**config.mk**
```make
export PLATFORM = sky130hd
export DESIGN_NAME = quadgram_word_hint_signature_core
export DESIGN_NICKNAME = d
export VERILOG_FILES = /design/src/rtl/qwhs_pkg.sv /design/src/rtl/qwhs_hash_unit.sv /design/src/rtl/quadgram_word_hint_signature_core.sv
export SDC_FILE = /design/constraint.sdc
export NUM_CORES = 1
export LEC_CHECK = 0
export BUFFER_PORTS_ARGS = -buffer_cell sky130_fd_sc_hd__buf_2
export CORE_UTILIZATION = 55
export CTS_CLUSTER_SIZE = 28
export DETAILED_ROUTE_END_ITERATION = 6
export GPL_TIMING_DRIVEN = 0
export PLACE_DENSITY = 0.77
export RECOVER_POWER = 25
export SLEW_MARGIN = 30
export SYNTH_ARGS = -nofsm -noshare
export SYNTH_HDL_FRONTEND = slang
export SYNTH_SLANG_ARGS = --single-unit
```
**constraint.sdc**
```tcl
create_clock -name aclk -period 15.85 [get_ports aclk]
set_input_delay 0 -clock aclk [delete_from_list [all_inputs] [get_ports aclk]]
set_output_delay 0 -clock aclk [all_outputs]
set_load 0.02 [all_outputs]
```
**src/rtl/qwhs_pkg.sv**
```systemverilog
// shared constants and types for the quadgram word hint signature block
package qwhs_pkg;

    localparam logic [31:0] HASH_MULT  = 32'h9E37_79B9;
    localparam logic [31:0] GRAM_START = 32'h0000_0020;
    localparam int          POS_W      = 5;
    localparam int          HINT_W     = 64;
    localparam int          BITNO_W    = 6;

    typedef struct packed {
        logic             en;
        logic             use_gram;
        logic [POS_W-1:0] shamt;
    } qwhs_hash_ctl_t;

endpackage

```
**src/rtl/qwhs_hash_unit.sv**
```systemverilog
// shared shift and multiply unit, one hash per cycle while ctl.en is set into a result register
module qwhs_hash_unit (
    input  logic                   aclk,
    input  qwhs_pkg::qwhs_hash_ctl_t ctl,
    input  logic [31:0]            gram,
    output logic [31:0]            hash_reg
);
    import qwhs_pkg::*;

    logic [31:0] src;
    logic [31:0] shifted;
    logic [31:0] hash_next;

    always_comb begin
        src       = ctl.use_gram ? gram : hash_reg;
        shifted   = src >> ctl.shamt;
        hash_next = shifted * HASH_MULT;
    end

    always_ff @(posedge aclk) begin
        if (ctl.en) begin
            hash_reg <= hash_next;
        end
    end

endmodule

```
**src/rtl/quadgram_word_hint_signature_core.sv**
```systemverilog
// top level: word state, hash sequencer and output register
//
// Usage:
//   Characters of a word enter one per item on the s_ channel; s_tlast marks
//   the last character of the word. One result item leaves on the m_ channel
//   per word, at its last character: m_tdata carries the 64-bit hint and
//   m_tuser is set for words of fewer than three characters (hint zero).
//   cfg_wr_en/cfg_wr_data write the scheme mode (1 after reset); write it
//   only while the block is idle.
// Hash sequence:
//   A character passes through accept, n hashes (n from 0 to 4) and a
//   finish step: the single shared 32x32 multiplier runs one hash per cycle,
//   so a character at position two in the newer scheme takes four hashes, a
//   plain gram one. s_tready is low while a character is in work.
//   m_tvalid is registered from the finish step of the last character.
// Reset and stall:
//   aresetn (synchronous, active low) clears word state and drops m_tvalid.
//   The output register frees the input side; if a finished word finds the
//   previous result still untaken, the block holds until m_tready.
module quadgram_word_hint_signature_core (
    input  logic        aclk,
    input  logic        aresetn,
    input  logic        cfg_wr_en,
    input  logic        cfg_wr_data,
    input  logic        s_tvalid,
    output logic        s_tready,
    input  logic [7:0]  s_tdata,   // char_code[7:0]
    input  logic        s_tlast,   // end_of_word
    output logic        m_tvalid,
    input  logic        m_tready,
    output logic [63:0] m_tdata,   // hint_upper[31:0], hint_lower[63:32]
    output logic        m_tuser    // too_short
);
    import qwhs_pkg::*;

    typedef enum logic [1:0] {ST_IDLE, ST_HASH, ST_FINISH} state_t;

    state_t               state_reg, state_next;
    logic                 mode_reg, mode_next;
    logic [31:0]          gram_reg, gram_next;
    logic [POS_W-1:0]     pos_reg, pos_next;
    logic                 past_reg, past_next;
    logic [HINT_W-1:0]    hint_reg, hint_next;
    logic [POS_W-1:0]     sh_reg, sh_next;
    logic [1:0]           cnt_reg, cnt_next;
    logic                 pend_reg, pend_next;
    logic                 eow_reg, eow_next;
    logic                 short_reg, short_next;
    logic                 ovalid_reg, ovalid_next;
    logic [HINT_W-1:0]    odata_reg, odata_next;
    logic                 oshort_reg, oshort_next;

    qwhs_hash_ctl_t       hctl;
    logic [31:0]          hash;
    logic [HINT_W-1:0]    hint_marked;
    logic                 early;
    logic                 accept;
    logic                 out_free;
    logic [2:0]           n_hash;

    qwhs_hash_unit u_hash (
        .aclk     (aclk),
        .ctl      (hctl),
        .gram     (gram_reg),
        .hash_reg (hash)
    );

    assign s_tready = (state_reg == ST_IDLE);
    assign accept   = s_tvalid && s_tready;
    assign out_free = !ovalid_reg || m_tready;
    assign early    = !past_reg;
    assign m_tvalid = ovalid_reg;
    assign m_tdata  = odata_reg;
    assign m_tuser  = oshort_reg;

    always_comb begin
        hint_marked = hint_reg;
        if (pend_reg) begin
            hint_marked = hint_reg | ({1'b1, {(HINT_W-1){1'b0}}} >> hash[31:32-BITNO_W]);
        end
        if (early && pos_reg < POS_W'(2)) begin
            n_hash = 3'd0;
        end else if (mode_reg && early && pos_reg == POS_W'(2)) begin
            n_hash = 3'd4;
        end else if (mode_reg && early && pos_reg == POS_W'(3)) begin
            n_hash = 3'd3;
        end else begin
            n_hash = 3'd1;
        end
    end

    always_comb begin
        state_next  = state_reg;
        mode_next   = cfg_wr_en ? cfg_wr_data : mode_reg;
        gram_next   = gram_reg;
        pos_next    = pos_reg;
        past_next   = past_reg;
        hint_next   = hint_reg;
        sh_next     = sh_reg;
        cnt_next    = cnt_reg;
        pend_next   = pend_reg;
        eow_next    = eow_reg;
        short_next  = short_reg;
        ovalid_next = ovalid_reg && !m_tready;
        odata_next  = odata_reg;
        oshort_next = oshort_reg;
        hctl.en       = 1'b0;
        hctl.use_gram = !pend_reg;
        hctl.shamt    = sh_reg;
        unique case (state_reg)
            ST_IDLE: begin
                if (accept) begin
                    gram_next  = {gram_reg[23:0], s_tdata};
                    pos_next   = pos_reg + POS_W'(1);
                    sh_next    = pos_reg;
                    eow_next   = s_tlast;
                    short_next = early && pos_reg < POS_W'(2);
                    pend_next  = 1'b0;
                    if (early && pos_reg == POS_W'(3)) begin
                        past_next = 1'b1;
                    end
                    if (n_hash == 3'd0) begin
                        cnt_next   = 2'd0;
                        state_next = ST_FINISH;
                    end else begin
                        cnt_next   = 2'(n_hash - 3'd1);
                        state_next = ST_HASH;
                    end
                end
            end
            ST_HASH: begin
                hctl.en   = 1'b1;
                hint_next = hint_marked;
                pend_next = 1'b1;
                if (cnt_reg == 2'd0) begin
                    state_next = ST_FINISH;
                end else begin
                    cnt_next = cnt_reg - 2'd1;
                end
            end
            ST_FINISH: begin
                hint_next = hint_marked;
                pend_next = 1'b0;
                if (!eow_reg) begin
                    state_next = ST_IDLE;
                end else if (out_free) begin
                    ovalid_next = 1'b1;
                    odata_next  = {hint_marked[31:0], hint_marked[63:32]};
                    oshort_next = short_reg;
                    gram_next   = GRAM_START;
                    pos_next    = '0;
                    past_next   = 1'b0;
                    hint_next   = '0;
                    state_next  = ST_IDLE;
                end
            end
            default: state_next = ST_IDLE;
        endcase
    end

    always_ff @(posedge aclk) begin
        if (!aresetn) begin
            state_reg  <= ST_IDLE;
            mode_reg   <= 1'b1;
            gram_reg   <= GRAM_START;
            pos_reg    <= '0;
            past_reg   <= 1'b0;
            hint_reg   <= '0;
            cnt_reg    <= '0;
            pend_reg   <= 1'b0;
            ovalid_reg <= 1'b0;
        end else begin
            state_reg  <= state_next;
            mode_reg   <= mode_next;
            gram_reg   <= gram_next;
            pos_reg    <= pos_next;
            past_reg   <= past_next;
            hint_reg   <= hint_next;
            cnt_reg    <= cnt_next;
            pend_reg   <= pend_next;
            ovalid_reg <= ovalid_next;
        end
    end

    always_ff @(posedge aclk) begin
        sh_reg     <= sh_next;
        eow_reg    <= eow_next;
        short_reg  <= short_next;
        odata_reg  <= odata_next;
        oshort_reg <= oshort_next;
    end

endmodule

```
==> results.sh <==
export IMPL_status="finished, violations left"
export IMPL_violations="capacitance limit, slew limit"
export IMPL_nNetsFinal=2465
export IMPL_period_share_pct=66.3
export IMPL_path_class="reg -> reg"
export IMPL_grt_max_degree=61
export IMPL_synth_area_per_cell_um2=10.4
export IMPL_place_hpwl_um=40700
export IMPL_drt_pre_antenna_iters=7
export IMPL_pin_count=82
export IMPL_critical_path_top_delay_family="adder cells"
export IMPL_drc=0
export IMPL_drive_above_1_share_pct=7.05
export IMPL_ys_top_cells_by_area="fa_1 23%, edfxtp_1 16%, ha_1 13%, dfxtp_1 11%, inv_1 7.2%"
export IMPL_via_per_inst=5.67
export IMPL_multi_input_area_um2=12600
export IMPL_cts_buffers=21
export IMPL_grt_pass1_wl_um=78300
export IMPL_dieArea_um2=36400
export IMPL_vias=14100
export IMPL_max_freq_ghz=0.0951
export IMPL_cpMaxStageDelayCell="a211oi_1"
export IMPL_clock_skew_ns=0.0158
export IMPL_setup_viol=0
export IMPL_clk_latency_ns=0.50
export IMPL_drtAntennaViolNets=0
export IMPL_relSlewSlack_pct=-3.02
export IMPL_wire_per_inst_um=19.8
export IMPL_n_antenna_cell=0
export IMPL_ys_types=63
export IMPL_track_usage_pct=28.0
export IMPL_cp_arrival_ns=10.77
export IMPL_tightest_slew_ns=1.55
export IMPL_synth_ff_type="dfxtp_1"
export IMPL_fin_crit_ns=10.51
export IMPL_yosys_warnings=0
export IMPL_critPathMaxStageDelay_ns=0.59
export IMPL_ys_seq_area_share_pct=27.1
export IMPL_cpMostUsedCell="fa_1"
export IMPL_worst_slack_ns=5.34
export IMPL_die_width_um=191
export IMPL_first_iter_violations=1028
export IMPL_die_h_um=191
export IMPL_rsz0062_at_grt="false"
export IMPL_wirelength_um=49100
export IMPL_register_area_um2=5310
export IMPL_worstPathMaxFanout=10
export IMPL_portBuffers=81
export IMPL_end_kind="flip-flop"
export IMPL_clk_pin_slew_ns=0.06
export IMPL_cts_sinks=213
export IMPL_tns_ns=0
export IMPL_synthCells=1892
export IMPL_yosys_area_top_type="fa_1"
export IMPL_dp_slack_ns=5.55
export IMPL_cts_max_level=1
export IMPL_gp_congestion=0.977
export IMPL_cts_tree="done"
export IMPL_syn_num_nets=2344
export IMPL_synth_edf_count=104
export IMPL_startpoint_type="flip-flop"
export IMPL_hp_class="in -> reg"
export IMPL_path_buf_inv=10
export IMPL_synth_async_sr_flop_share_pct=0
export IMPL_final_fill_count=2826
export IMPL_antenna_found_initial=0
export IMPL_syn_area_um2=19600
export IMPL_rows=68
export IMPL_grt_overflow_total=0
export IMPL_cts_root_buf="clkbuf_16"
export IMPL_maxCapViolCount=1
export IMPL_areaGrowthSynthToFinish_pct=9.22
export IMPL_finalHoldViolations=0
export IMPL_core_um2=34800
export IMPL_clockBufferDepth=3
export IMPL_report_final_slew_viol_count=29
export IMPL_ys_ff_latch=213
export IMPL_critical_path_required_ns=16.11
export IMPL_start_util_pct=56.4
export IMPL_cts_resized=0
export IMPL_grt_pass1_vias=14500
export IMPL_yosys_area_top_type_share_pct=23.3
metrics by stage:
stage | util (%) | instance area, um^2 | hold WS (ns) | cells
after floorplan | - | 19600 | 0.0989 | 1892
after global placement | 59.2 | 20600 | 0.180 | 2428
after detailed placement | 59.4 | 20700 | 0.182 | 2431
after CTS | 61.8 | 21500 | 0.195 | 2483
after global routing | 61.6 | 21400 | 0.239 | 2483
final | 61.6 | 21400 | 0.237 | 2483
cell type report:
type                    count  area share (%)
well taps                 455            2.66
plain buffers              67            1.41
repair buffers             98            2.37
multi-input cells        1232            58.8
clock inverters             8           0.327
clock buffers              30            2.95
flip-flops and latches    213            24.8
inverters                 380            6.67
placed cells by master (no fill, tap or decap), drive strengths merged, types with 5 or more instances in the layout:
cell | synthesis | final
xor2 | 9 | 9
nor3 | 12 | 12
o22a | 7 | 7
dfxtp | 109 | 109
a21boi | 5 | 5
inv | 379 | 380
mux4 | 46 | 46
o21a | 6 | 6
buf | 20 | 36
xnor2 | 53 | 53
edfxtp | 104 | 104
ha | 209 | 209
a21o | 18 | 18
or2 | 9 | 9
and2 | 9 | 9
nand2b | 14 | 14
o21ai | 105 | 105
mux2 | 24 | 24
nand2 | 201 | 201
clkinv | 1 | 7
and3 | 67 | 67
clkbuf | 47 | 145
o21bai | 6 | 6
nor2 | 64 | 64
o22ai | 6 | 6
mux2i | 22 | 22
a211oi | 9 | 9
dlygate4sd3 | 0 | 14
a21oi | 65 | 65
fa | 228 | 228
cells by family after synthesis:
family,synth area share (%)
mux,8.02
buf+inv,8.82
flops,27.1
fa+ha+maj,36.6
compound gates,7.23
xor+xnor,3.12
simple gates,9.16
synth_stat cells, drive strengths merged (9+ instances only):
master,n
inv,379
fa,228
ha,209
nand2,201
dfxtp,109
o21ai,105
edfxtp,104
and3,67
a21oi,65
nor2,64
xnor2,53
clkbuf,47
mux4,46
mux2,24
mux2i,22
buf,20
a21o,18
nand2b,14
nor3,12
a211oi,9
and2,9
or2,9
xor2,9
final timing paths:
| kind | startpoint | to | slack [ns] | cells after the start |
|---|---|---|---|---|
| min reg2reg | short_reg | m_tuser | 0.44 | 0 |
| min | s_tlast | eow_reg | 0.24 | 2 |
| max | pend_reg | u_hash.hash_reg[31] | 5.34 | 31 |
| max reg2reg | pend_reg | u_hash.hash_reg[31] | 5.34 | 31 |
timing repair:
| item | in CTS | in global routing |
|---|---|---|
| buffers inserted | 0 | 0 |
| hold buffers | 14 | 0 |
| hold endpoints to repair | 18 | 0 |
layer usage:
layer | vias up | wire (um) | GRT usage [%]
met4 | 0 | 1560 | 8.28
met2 | 559 | 23600 | 46.8
li1 | 6437 | - | -
met3 | 97 | 3450 | 4.18
met1 | 6998 | 20500 | 37.8
met5 | - | 0 | 0
Power is not shown: default switching activity piles up to over one toggle a cycle in this logic, so the estimate is an artifact.
